===== src/rtl/core/esu_pkg.sv =====
// esu_pkg: shared types, constants and helpers for the expansion sound unit
// depends on nothing; used by the bus and mix interfaces and every module of the block
package esu_pkg;

	localparam int ADDR_W   = 16;
	localparam int DATA_W   = 8;
	localparam int VOL_W    = 4;
	localparam int SAW_W    = 5;
	localparam int MIX_W    = 6;
	localparam int PERIOD_W = 12;
	localparam int CNT_W    = PERIOD_W + 1;

	// item kinds
	localparam logic CMD_WRITE = 1'b0;
	localparam logic CMD_TICK  = 1'b1;

	// address decode
	localparam logic [ADDR_W-1:0] KEY_MASK = 16'hF003;
	localparam logic [ADDR_W-1:0] KEY_HALT = 16'h9003;
	localparam logic [3:0] PAGE_P1  = 4'h9;
	localparam logic [3:0] PAGE_P2  = 4'hA;
	localparam logic [3:0] PAGE_SAW = 4'hB;

	// register select within a channel
	localparam logic [1:0] REG_CTRL = 2'd0;
	localparam logic [1:0] REG_PLO  = 2'd1;
	localparam logic [1:0] REG_PHI  = 2'd2;
	localparam logic [1:0] REG_HALT = 2'd3;

	// period shift amounts
	localparam logic [3:0] SHIFT_0 = 4'd0;
	localparam logic [3:0] SHIFT_4 = 4'd4;
	localparam logic [3:0] SHIFT_8 = 4'd8;

	localparam logic [3:0] SAW_LAST_PHASE = 4'd13;

	typedef struct packed {
		logic              wr;
		logic [1:0]        sel;
		logic [DATA_W-1:0] data;
		logic              tick;
		logic [3:0]        shift;
	} esu_ctl_t;

	function automatic logic [CNT_W-1:0] reload_value(input logic [PERIOD_W-1:0] period,
		input logic [3:0] shift);
		logic [PERIOD_W-1:0] s;
		s = period >> shift;
		return {1'b0, s} + CNT_W'(1);
	endfunction

endpackage


===== src/rtl/core/esu_in_if.sv =====
// esu_in_if: input channel carrying bus writes and clock ticks
// depends on esu_pkg
interface esu_in_if;
	logic                         valid;
	logic                         ready;
	logic                         cmd;
	logic [esu_pkg::ADDR_W-1:0]   bus_addr;
	logic [esu_pkg::DATA_W-1:0]   bus_data;

	modport source (output valid, output cmd, output bus_addr, output bus_data, input ready);
	modport sink (input valid, input cmd, input bus_addr, input bus_data, output ready);
endinterface


===== src/rtl/core/esu_out_if.sv =====
// esu_out_if: result channel carrying the mixed level
// depends on esu_pkg
interface esu_out_if;
	logic                         valid;
	logic                         ready;
	logic [esu_pkg::MIX_W-1:0]    mix_level;

	modport source (output valid, output mix_level, input ready);
	modport sink (input valid, input mix_level, output ready);
endinterface


===== src/rtl/core/esu_cfg_if.sv =====
// esu_cfg_if: configuration write channel for the address line swap
// no dependencies
interface esu_cfg_if;
	logic valid;
	logic ready;
	logic swap_lines;

	modport source (output valid, output swap_lines, input ready);
	modport sink (input valid, input swap_lines, output ready);
endinterface


===== src/rtl/core/esu_pulse.sv =====
// esu_pulse: one pulse channel, register file, timer and duty sequencer
// depends on esu_pkg
module esu_pulse (
	input  logic                      clk,
	input  logic                      arst_n,
	input  esu_pkg::esu_ctl_t         ctl,
	output logic [esu_pkg::VOL_W-1:0] level
);
	import esu_pkg::*;

	logic [VOL_W-1:0]    vol_q;
	logic [2:0]          duty_q;
	logic                ign_q;
	logic [PERIOD_W-1:0] period_q;
	logic                on_q;
	logic [3:0]          phase_q;
	logic [CNT_W-1:0]    cnt_q;

	logic [CNT_W-1:0]    cnt_dec;
	logic [CNT_W-1:0]    cnt_nxt;
	logic [3:0]          phase_nxt;
	logic                advance;

	always_comb begin
		advance   = ctl.tick && on_q;
		cnt_dec   = cnt_q - CNT_W'(1);
		cnt_nxt   = cnt_q;
		phase_nxt = phase_q;
		if (advance) begin
			if (cnt_dec == '0) begin
				cnt_nxt   = reload_value(period_q, ctl.shift);
				phase_nxt = phase_q + 4'd1;
			end else begin
				cnt_nxt = cnt_dec;
			end
		end
		// level after the tick
		if (on_q && (ign_q || phase_nxt <= {1'b0, duty_q}))
			level = vol_q;
		else
			level = '0;
	end

	always_ff @(posedge clk or negedge arst_n) begin
		if (!arst_n) begin
			vol_q    <= '0;
			duty_q   <= '0;
			ign_q    <= 1'b0;
			period_q <= '0;
			on_q     <= 1'b0;
			phase_q  <= '0;
			cnt_q    <= CNT_W'(1);
		end else if (ctl.wr) begin
			unique case (ctl.sel)
				REG_CTRL: begin
					vol_q  <= ctl.data[3:0];
					duty_q <= ctl.data[6:4];
					ign_q  <= ctl.data[7];
				end
				REG_PLO: period_q[7:0] <= ctl.data;
				REG_PHI: begin
					period_q[11:8] <= ctl.data[3:0];
					on_q           <= ctl.data[7];
					if (!ctl.data[7])
						phase_q <= '0;
				end
				default: ;
			endcase
		end else begin
			cnt_q   <= cnt_nxt;
			phase_q <= phase_nxt;
		end
	end

endmodule


===== src/rtl/core/esu_saw.sv =====
// esu_saw: sawtooth channel, register file, timer and accumulator
// depends on esu_pkg
module esu_saw (
	input  logic                      clk,
	input  logic                      arst_n,
	input  esu_pkg::esu_ctl_t         ctl,
	output logic [esu_pkg::SAW_W-1:0] level
);
	import esu_pkg::*;

	logic [5:0]          rate_q;
	logic [PERIOD_W-1:0] period_q;
	logic                on_q;
	logic [3:0]          phase_q;
	logic [7:0]          accum_q;
	logic [CNT_W-1:0]    cnt_q;

	logic [CNT_W-1:0]    cnt_dec;
	logic [CNT_W-1:0]    cnt_nxt;
	logic [3:0]          phase_nxt;
	logic [7:0]          accum_nxt;

	always_comb begin
		cnt_dec   = cnt_q - CNT_W'(1);
		cnt_nxt   = cnt_q;
		phase_nxt = phase_q;
		accum_nxt = accum_q;
		if (ctl.tick && on_q) begin
			if (cnt_dec == '0) begin
				cnt_nxt   = reload_value(period_q, ctl.shift);
				phase_nxt = (phase_q == SAW_LAST_PHASE) ? 4'd0 : phase_q + 4'd1;
				if (phase_nxt == 4'd0)
					accum_nxt = '0;
				else if (!phase_nxt[0])
					accum_nxt = accum_q + {2'b00, rate_q};
			end else begin
				cnt_nxt = cnt_dec;
			end
		end
		level = on_q ? accum_nxt[7:3] : '0;
	end

	always_ff @(posedge clk or negedge arst_n) begin
		if (!arst_n) begin
			rate_q   <= '0;
			period_q <= '0;
			on_q     <= 1'b0;
			phase_q  <= '0;
			accum_q  <= '0;
			cnt_q    <= CNT_W'(1);
		end else if (ctl.wr) begin
			unique case (ctl.sel)
				REG_CTRL: rate_q <= ctl.data[5:0];
				REG_PLO:  period_q[7:0] <= ctl.data;
				REG_PHI: begin
					period_q[11:8] <= ctl.data[3:0];
					on_q           <= ctl.data[7];
					if (!ctl.data[7]) begin
						phase_q <= '0;
						accum_q <= '0;
					end
				end
				default: ;
			endcase
		end else begin
			cnt_q   <= cnt_nxt;
			phase_q <= phase_nxt;
			accum_q <= accum_nxt;
		end
	end

endmodule


===== src/rtl/core/expansion_sound_unit_core.sv =====
// expansion_sound_unit_core: top level, input register, write decode and level mix
// depends on esu_pkg, esu_in_if, esu_out_if, esu_cfg_if, esu_pulse, esu_saw
//
// usage
//  bus: one item per handshake, either a cpu bus write (cmd 0) or one clock tick (cmd 1)
//  mix: one item per tick carrying the summed level of both pulses and the saw, 0 to 61
//  cfg: writes swap_lines; always ready; the user must write it only while the block
//  is idle, which the block does not enforce; a write item gives no result; it lands
//  in the channel registers in the cycle after acceptance
//  a tick's level reaches mix through the input register, then the result register
//  throughput: one item per cycle while no tick waits on a stalled mix, set by the
//  single pass from input register to the channel state and result register
//  reset clears all channel state, halt and shift; countdowns restart at one
//  when mix stalls, a waiting tick holds in the input register and bus ready drops;
//  write items still pass while the result waits
module expansion_sound_unit_core (
	input  logic       clk,
	input  logic       arst_n,
	esu_in_if.sink     bus,
	esu_out_if.source  mix,
	esu_cfg_if.sink    cfg
);
	import esu_pkg::*;

	logic              swap_q;
	logic              halted_q;
	logic [3:0]        shift_q;

	logic              v_s1;
	logic              cmd_s1;
	logic [ADDR_W-1:0] addr_s1;
	logic [DATA_W-1:0] data_s1;

	logic              res_v_q;
	logic [MIX_W-1:0]  res_q;

	logic              fire;
	logic              fire_wr;
	logic [ADDR_W-1:0] addr_sw;
	logic [ADDR_W-1:0] key;
	esu_ctl_t          p1_ctl;
	esu_ctl_t          p2_ctl;
	esu_ctl_t          saw_ctl;
	logic [VOL_W-1:0]  p1_level;
	logic [VOL_W-1:0]  p2_level;
	logic [SAW_W-1:0]  saw_level;
	logic [MIX_W-1:0]  mix_sum;

	assign fire      = v_s1 && (cmd_s1 == CMD_WRITE || !res_v_q || mix.ready);
	assign fire_wr   = fire && cmd_s1 == CMD_WRITE;
	assign bus.ready = !v_s1 || fire;
	assign cfg.ready = 1'b1;

	always_comb begin
		addr_sw = addr_s1;
		if (swap_q)
			addr_sw = {addr_s1[ADDR_W-1:2], addr_s1[0], addr_s1[1]};
		key = addr_sw & KEY_MASK;

		p1_ctl.wr    = 1'b0;
		p1_ctl.sel   = key[1:0];
		p1_ctl.data  = data_s1;
		p1_ctl.tick  = fire && cmd_s1 == CMD_TICK && !halted_q;
		p1_ctl.shift = shift_q;
		p2_ctl       = p1_ctl;
		saw_ctl      = p1_ctl;
		if (fire_wr && key[1:0] != REG_HALT) begin
			p1_ctl.wr  = key[15:12] == PAGE_P1;
			p2_ctl.wr  = key[15:12] == PAGE_P2;
			saw_ctl.wr = key[15:12] == PAGE_SAW;
		end

		mix_sum = MIX_W'(p1_level) + MIX_W'(p2_level) + MIX_W'(saw_level);
	end

	esu_pulse u_pulse1 (
		.clk    (clk),
		.arst_n (arst_n),
		.ctl    (p1_ctl),
		.level  (p1_level)
	);

	esu_pulse u_pulse2 (
		.clk    (clk),
		.arst_n (arst_n),
		.ctl    (p2_ctl),
		.level  (p2_level)
	);

	esu_saw u_saw (
		.clk    (clk),
		.arst_n (arst_n),
		.ctl    (saw_ctl),
		.level  (saw_level)
	);

	// input register
	always_ff @(posedge clk or negedge arst_n) begin
		if (!arst_n) begin
			v_s1 <= 1'b0;
		end else if (bus.ready) begin
			v_s1 <= bus.valid;
		end
	end

	always_ff @(posedge clk) begin
		if (bus.ready && bus.valid) begin
			cmd_s1  <= bus.cmd;
			addr_s1 <= bus.bus_addr;
			data_s1 <= bus.bus_data;
		end
	end

	// halt and period shift
	always_ff @(posedge clk or negedge arst_n) begin
		if (!arst_n) begin
			halted_q <= 1'b0;
			shift_q  <= SHIFT_0;
		end else if (fire_wr && key == KEY_HALT) begin
			halted_q <= data_s1[0];
			if (data_s1[2])
				shift_q <= SHIFT_8;
			else if (data_s1[1])
				shift_q <= SHIFT_4;
			else
				shift_q <= SHIFT_0;
		end
	end

	always_ff @(posedge clk or negedge arst_n) begin
		if (!arst_n) begin
			swap_q <= 1'b0;
		end else if (cfg.valid && cfg.ready) begin
			swap_q <= cfg.swap_lines;
		end
	end

	// result register
	always_ff @(posedge clk or negedge arst_n) begin
		if (!arst_n) begin
			res_v_q <= 1'b0;
		end else if (fire && cmd_s1 == CMD_TICK) begin
			res_v_q <= 1'b1;
		end else if (mix.ready) begin
			res_v_q <= 1'b0;
		end
	end

	always_ff @(posedge clk) begin
		if (fire && cmd_s1 == CMD_TICK)
			res_q <= mix_sum;
	end

	assign mix.valid     = res_v_q;
	assign mix.mix_level = res_q;

endmodule


===== src/flat_wrapper.sv =====
// flat-port wrapper written by rule: the top's interface ports become plain ports
module expansion_sound_unit_core_flat import esu_pkg::*;
  (clk, arst_n, bus_valid, bus_cmd, bus_bus_addr, bus_bus_data, bus_ready, mix_valid, mix_mix_level, mix_ready, cfg_valid, cfg_swap_lines, cfg_ready);
  esu_in_if bus_i ();
  esu_out_if mix_i ();
  esu_cfg_if cfg_i ();
  input  logic clk;
  input  logic arst_n;
  input wire logic [$bits(bus_i.valid)-1:0] bus_valid;
  input wire logic [$bits(bus_i.cmd)-1:0] bus_cmd;
  input wire logic [$bits(bus_i.bus_addr)-1:0] bus_bus_addr;
  input wire logic [$bits(bus_i.bus_data)-1:0] bus_bus_data;
  output wire logic [$bits(bus_i.ready)-1:0] bus_ready;
  output wire logic [$bits(mix_i.valid)-1:0] mix_valid;
  output wire logic [$bits(mix_i.mix_level)-1:0] mix_mix_level;
  input wire logic [$bits(mix_i.ready)-1:0] mix_ready;
  input wire logic [$bits(cfg_i.valid)-1:0] cfg_valid;
  input wire logic [$bits(cfg_i.swap_lines)-1:0] cfg_swap_lines;
  output wire logic [$bits(cfg_i.ready)-1:0] cfg_ready;
  assign bus_i.valid = bus_valid;
  assign bus_i.cmd = bus_cmd;
  assign bus_i.bus_addr = bus_bus_addr;
  assign bus_i.bus_data = bus_bus_data;
  assign bus_ready = bus_i.ready;
  assign mix_valid = mix_i.valid;
  assign mix_mix_level = mix_i.mix_level;
  assign mix_i.ready = mix_ready;
  assign cfg_i.valid = cfg_valid;
  assign cfg_i.swap_lines = cfg_swap_lines;
  assign cfg_ready = cfg_i.ready;
  expansion_sound_unit_core u_core (.clk(clk), .arst_n(arst_n), .bus(bus_i), .mix(mix_i), .cfg(cfg_i));
endmodule

===== config.mk =====
export PLATFORM = sky130hd
export DESIGN_NAME = expansion_sound_unit_core_flat
export DESIGN_NICKNAME = d
export VERILOG_FILES = /design/src/rtl/core/esu_pkg.sv /design/src/rtl/core/esu_in_if.sv /design/src/rtl/core/esu_out_if.sv /design/src/rtl/core/esu_cfg_if.sv /design/src/rtl/core/esu_pulse.sv /design/src/rtl/core/esu_saw.sv /design/src/rtl/core/expansion_sound_unit_core.sv /design/src/flat_wrapper.sv
export SDC_FILE = /design/constraint.sdc
export NUM_CORES = 1
export LEC_CHECK = 0
export BUFFER_PORTS_ARGS = -buffer_cell sky130_fd_sc_hd__buf_2
export CAP_MARGIN = 10
export CORE_ASPECT_RATIO = 1.25
export CORE_MARGIN = 3
export CORE_UTILIZATION = 55
export DETAILED_ROUTE_END_ITERATION = 10
export GPL_ROUTABILITY_DRIVEN = 0
export PLACE_DENSITY = 0.69
export SLEW_MARGIN = 20
export SYNTH_ARGS = -nofsm -noshare
export SYNTH_HDL_FRONTEND = slang
export SYNTH_SLANG_ARGS = --single-unit

===== constraint.sdc =====
create_clock -name clk -period 6.8 [get_ports clk]
set_input_delay 0.68 -clock clk [delete_from_list [all_inputs] [get_ports clk]]
set_output_delay 0.68 -clock clk [all_outputs]
set_load 0.01 [all_outputs]

==> run_summary.xml <==
<?xml version="1.0" encoding="UTF-8"?>
<metrics>
  <group name="outcome">
    <metric name="status" unit="">finished clean</metric>
  </group>
  <group name="sta">
    <metric name="worst_slew_pin_slew" unit="ns">0.865</metric>
    <metric name="setup_repair_after_global_routing_missed_its_margin" unit="">false</metric>
    <metric name="fin_worst_skew" unit="ns">0.0101</metric>
    <metric name="setup-tns-final" unit="ns">0</metric>
    <metric name="max_slew_margin" unit="%">41.9</metric>
    <metric name="finalCriticalPeriod" unit="ns">6.20</metric>
    <metric name="max_freq" unit="MHz">161</metric>
    <metric name="hold_viol" unit="">0</metric>
    <metric name="report.final.setup_viol" unit="">0</metric>
    <metric name="layout_worst_path_cycle_share" unit="%">91.2</metric>
    <metric name="holdWs" unit="ns">0.319</metric>
    <metric name="timing.final.max_slew_violations" unit="">0</metric>
  </group>
  <group name="die">
    <metric name="core" unit="um2">15800</metric>
    <metric name="initial_core_utilization" unit="%">56.9</metric>
    <metric name="fp-row-count" unit="">51</metric>
    <metric name="die_h" unit="um">149</metric>
    <metric name="overall_die_area" unit="um2">17900</metric>
    <metric name="pin_count" unit="">40</metric>
    <metric name="chipWidth" unit="um">120</metric>
  </group>
  <group name="placed_design">
    <metric name="dpl-instance-area" unit="um2">9230</metric>
    <metric name="portBuffers" unit="">28</metric>
    <metric name="place_hpwl" unit="um">14700</metric>
  </group>
  <group name="clock_tree">
    <metric name="clock_latency_of_the_later_clocked_register_in_the_worst_skew_pair" unit="ns">0.44</metric>
    <metric name="cts_tree" unit="">built</metric>
    <metric name="post_cts_resize_count" unit="">0</metric>
    <metric name="clk_root_buffer_cell" unit="">sky130_fd_sc_hd__clkbuf_16</metric>
    <metric name="hold_fix_buffers_cts" unit="">0</metric>
    <metric name="clk_pin_slew_worst_paths" unit="ns">0.06</metric>
    <metric name="clock_tree.buffer_depth" unit="">2</metric>
    <metric name="htree_num_levels" unit="">4</metric>
    <metric name="cts_made_buffers" unit="">17</metric>
    <metric name="cts.sink_count" unit="">147</metric>
    <metric name="post-cts-setup-buffer-count" unit="">0</metric>
  </group>
  <group name="grt">
    <metric name="first_global_vias" unit="">6801</metric>
    <metric name="globalRouteTotalUtil" unit="%">24.2</metric>
    <metric name="overflow" unit="">0</metric>
    <metric name="grt_start_max_net_pins" unit="">66</metric>
    <metric name="antenna_found_initial" unit="">0</metric>
    <metric name="grt_first_pass_wirelength" unit="um">34600</metric>
  </group>
  <group name="cells_and_area">
    <metric name="finish.instance_area" unit="um2">9830</metric>
    <metric name="number_of_fill_cells" unit="">1374</metric>
    <metric name="drive_above_1_share" unit="%">15.4</metric>
    <metric name="final_nets" unit="">1006</metric>
    <metric name="antenna_cell_count" unit="">0</metric>
    <metric name="area.growth.synth_to_final" unit="%">9.54</metric>
  </group>
  <group name="logic_synthesis">
    <metric name="synth_compound_area_share" unit="%">14.3</metric>
    <metric name="number_of_warnings_printed_during_yosys_synthesis" unit="">0</metric>
    <metric name="synth-adder-area-share" unit="%">5.13</metric>
    <metric name="mappedNetlistNets" unit="">1005</metric>
    <metric name="count_of_mapped_cells_out_of_synthesis" unit="">939</metric>
    <metric name="synth_area" unit="um2">8970</metric>
    <metric name="synth_top_family_by_area" unit="">simple AND/OR/NAND/NOR gates</metric>
    <metric name="synth_top_area_share" unit="%">34.3</metric>
    <metric name="post_synth_mux_area_share" unit="%">9.81</metric>
    <metric name="synth_top_cells_by_count" unit="">123 x sky130_fd_sc_hd__dfrtp_1, 73 x sky130_fd_sc_hd__o21ai_0, 70 x sky130_fd_sc_hd__nand3_1</metric>
    <metric name="post_synth.cell_area_avg" unit="um2">9.56</metric>
    <metric name="synth_simple_gate_area_share" unit="%">20.2</metric>
    <metric name="post_synth_main_area_contributors" unit="">sky130_fd_sc_hd__dfrtp_1 34%, sky130_fd_sc_hd__edfxtp_1 7.0%, sky130_fd_sc_hd__mux2_2 7.0%</metric>
    <metric name="ys_ff_latch" unit="">147</metric>
    <metric name="synth_xor_area_share" unit="%">4.78</metric>
    <metric name="synth-edff-count" unit="">21</metric>
    <metric name="async_flop_share" unit="%">85.7</metric>
    <metric name="synth-seq-area-share" unit="%">42.2</metric>
    <metric name="synth_most_common_cell" unit="">sky130_fd_sc_hd__dfrtp_1</metric>
    <metric name="netlist.top_cell.by_area" unit="">sky130_fd_sc_hd__dfrtp_1</metric>
    <metric name="ys_dominant_reg_cell" unit="">sky130_fd_sc_hd__dfrtp_1</metric>
    <metric name="synthDistinctLibCells" unit="">76</metric>
  </group>
  <group name="drt">
    <metric name="post-route-drc-count" unit="">0</metric>
    <metric name="vias_per_cell" unit="">6.07</metric>
    <metric name="firstDrtPassIters" unit="">7</metric>
    <metric name="drt_wl_total" unit="um">20600</metric>
    <metric name="detail-route-antenna-nets" unit="">0</metric>
    <metric name="drt_iter0_drc" unit="">448</metric>
    <metric name="route.detailed.wl_per_inst" unit="um">17.7</metric>
    <metric name="num_vias" unit="">7069</metric>
  </group>
  <group name="power_and_ir_drop">
    <metric name="vdd.ir_drop.worst" unit="V">0.000186</metric>
    <metric name="p_per_area" unit="nW/um2">267</metric>
    <metric name="power.leakage" unit="nW">4.20</metric>
    <metric name="report.power.total" unit="mW">2.62</metric>
  </group>
  <group name="setup_path">
    <metric name="timing.critical_path.from_type" unit="">flip-flop</metric>
    <metric name="crit_path_max_fanout" unit="">10</metric>
    <metric name="timing.critical_path.required" unit="ns">6.99</metric>
    <metric name="timing_worst_setup_path_type" unit="">reg2reg</metric>
    <metric name="worst_path_largest_cell_delay" unit="ns">0.70</metric>
    <metric name="timing.critical_path.arrival" unit="ns">6.39</metric>
    <metric name="largest_delay_share_family_worst_path" unit="">simple AND/OR/NAND/NOR gates</metric>
    <metric name="critical-path-slowest-cell" unit="">sky130_fd_sc_hd__or4_2</metric>
    <metric name="crit_path_end_kind" unit="">flip-flop</metric>
    <metric name="timing.critical_path.buf_inv" unit="">2</metric>
  </group>
  <group name="hold_path">
    <metric name="worst_hold_path_type" unit="">in2async</metric>
  </group>
  <group name="flow_run">
    <metric name="count_of_max_cap_constraint_violations" unit="">0</metric>
  </group>
</metrics>
==> cell families (layout without fill, tap and decap cells) <==
kind of cell / Yosys count / count (layout)
AO/OA/AOI/OAI: 202 / 202
XOR/XNOR: 49 / 49
adder cells (fa/ha/maj): 35 / 35
buffers and inverters: 78 / 92
flip-flops: 147 / 147
multiplexers: 81 / 81
other: 1 / 1
AND/OR/NAND/NOR: 346 / 346
==> final timing paths <==
check / startpoint / to / slack (ns) / cells after the start
max reg2reg: u_core.u_pulse1.cnt_q[2]$_DFFE_PN0P_ / u_core.mix.mix_level[5]$_DFFE_PP_ / 0.60 / 25
min: arst_n / u_core.u_pulse2.cnt_q[2]$_DFFE_PN0P_ / 0.32 / 1
min in group clk: bus_bus_data[6] / u_core.data_s1[6]$_DFFE_PP_ / 0.42 / 1
min reg2reg: u_core.u_saw.cnt_q[12]$_DFFE_PN0P_ / u_core.u_saw.cnt_q[12]$_DFFE_PN0P_ / 0.48 / 1
max: u_core.u_pulse1.cnt_q[2]$_DFFE_PN0P_ / u_core.mix.mix_level[5]$_DFFE_PP_ / 0.60 / 25
max in group asynchronous: arst_n / u_core.u_pulse1.duty_q[2]$_DFFE_PN0P_ / 5.10 / 2
==> metal layers <==
| layer | vias up | global-route usage [%] | routed length (um) |
|---|---|---|---|
| li1 | 3450 | - | - |
| met1 | 3467 | 32.6 | 9410 |
| met2 | 123 | 39.8 | 10100 |
| met3 | 29 | 4.21 | 662 |
| met4 | 0 | 8.45 | 432 |
| met5 | - | 0 | 0 |
==> where the power goes <==
group	total (mW)	internal, mW	switching [mW]
Clock	0.960	0.581	0.379
Combinational	0.566	0.243	0.323
Sequential	1.10	0.983	0.114
==> metrics by stage <==
step	utilization (%)	setup WS (ns)	cells
after detailed placement	58.5	0.623	1133
final	62.4	0.597	1165
after global routing	62.4	0.0972	1165
after global placement	58.5	0.698	1133
after floorplan	-	0.973	939
after CTS	62.4	0.599	1165
==> sequential cells by signal, indices dropped and copies added (netlist names), 2 cells and up <==
name                      count
u_core.addr_s1                6
u_core.data_s1                8
u_core.mix.mix_level          6
u_core.shift_q                2
u_core.u_pulse1.cnt_q        13
u_core.u_pulse1.duty_q        3
u_core.u_pulse1.period_q     12
u_core.u_pulse1.phase_q       4
u_core.u_pulse1.vol_q         4
u_core.u_pulse2.cnt_q        13
u_core.u_pulse2.duty_q        3
u_core.u_pulse2.period_q     12
u_core.u_pulse2.phase_q       4
u_core.u_pulse2.vol_q         4
u_core.u_saw.accum_q          8
u_core.u_saw.cnt_q           13
u_core.u_saw.period_q        12
u_core.u_saw.phase_q          4
u_core.u_saw.rate_q           6
==> area by class of cell <==
class | instances | area [um2] | area share [%]
Clock buffer | 21 | 482 | 4.90
Timing Repair Buffer | 37 | 210 | 2.14
Inverter | 23 | 86.3 | 0.878
Clock inverter | 11 | 124 | 1.26
Tap cell | 212 | 265 | 2.70
Sequential cell | 147 | 3790 | 38.5
Multi-Input combinational cell | 714 | 4880 | 49.6
==> placed cells by master, fill, tap and decap left out, types with 10 or more instances in the layout <==
| cell type | netlist | final |
|---|---|---|
| sky130_fd_sc_hd__nand2_1 | 67 | 67 |
| sky130_fd_sc_hd__a211oi_1 | 12 | 12 |
| sky130_fd_sc_hd__clkbuf_16 | 0 | 18 |
| sky130_fd_sc_hd__mux2i_1 | 25 | 25 |
| sky130_fd_sc_hd__nand3b_1 | 12 | 12 |
| sky130_fd_sc_hd__nor4_1 | 10 | 10 |
| sky130_fd_sc_hd__nor2b_1 | 14 | 14 |
| sky130_fd_sc_hd__o21ai_0 | 73 | 73 |
| sky130_fd_sc_hd__nor3_1 | 24 | 24 |
| sky130_fd_sc_hd__ha_1 | 32 | 32 |
| sky130_fd_sc_hd__dfrtp_1 | 123 | 123 |
| sky130_fd_sc_hd__nand3_1 | 70 | 70 |
| sky130_fd_sc_hd__mux2_2 | 56 | 56 |
| sky130_fd_sc_hd__nand2b_1 | 10 | 10 |
| sky130_fd_sc_hd__nand4_1 | 19 | 19 |
| sky130_fd_sc_hd__nor2_1 | 60 | 60 |
| sky130_fd_sc_hd__a21oi_1 | 39 | 39 |
| sky130_fd_sc_hd__xor2_1 | 24 | 24 |
| sky130_fd_sc_hd__buf_2 | 0 | 27 |
| sky130_fd_sc_hd__edfxtp_1 | 21 | 21 |
| sky130_fd_sc_hd__xnor2_1 | 25 | 25 |
| sky130_fd_sc_hd__buf_4 | 1 | 10 |
| sky130_fd_sc_hd__inv_1 | 23 | 23 |
Power figures use the tool's default switching activity.
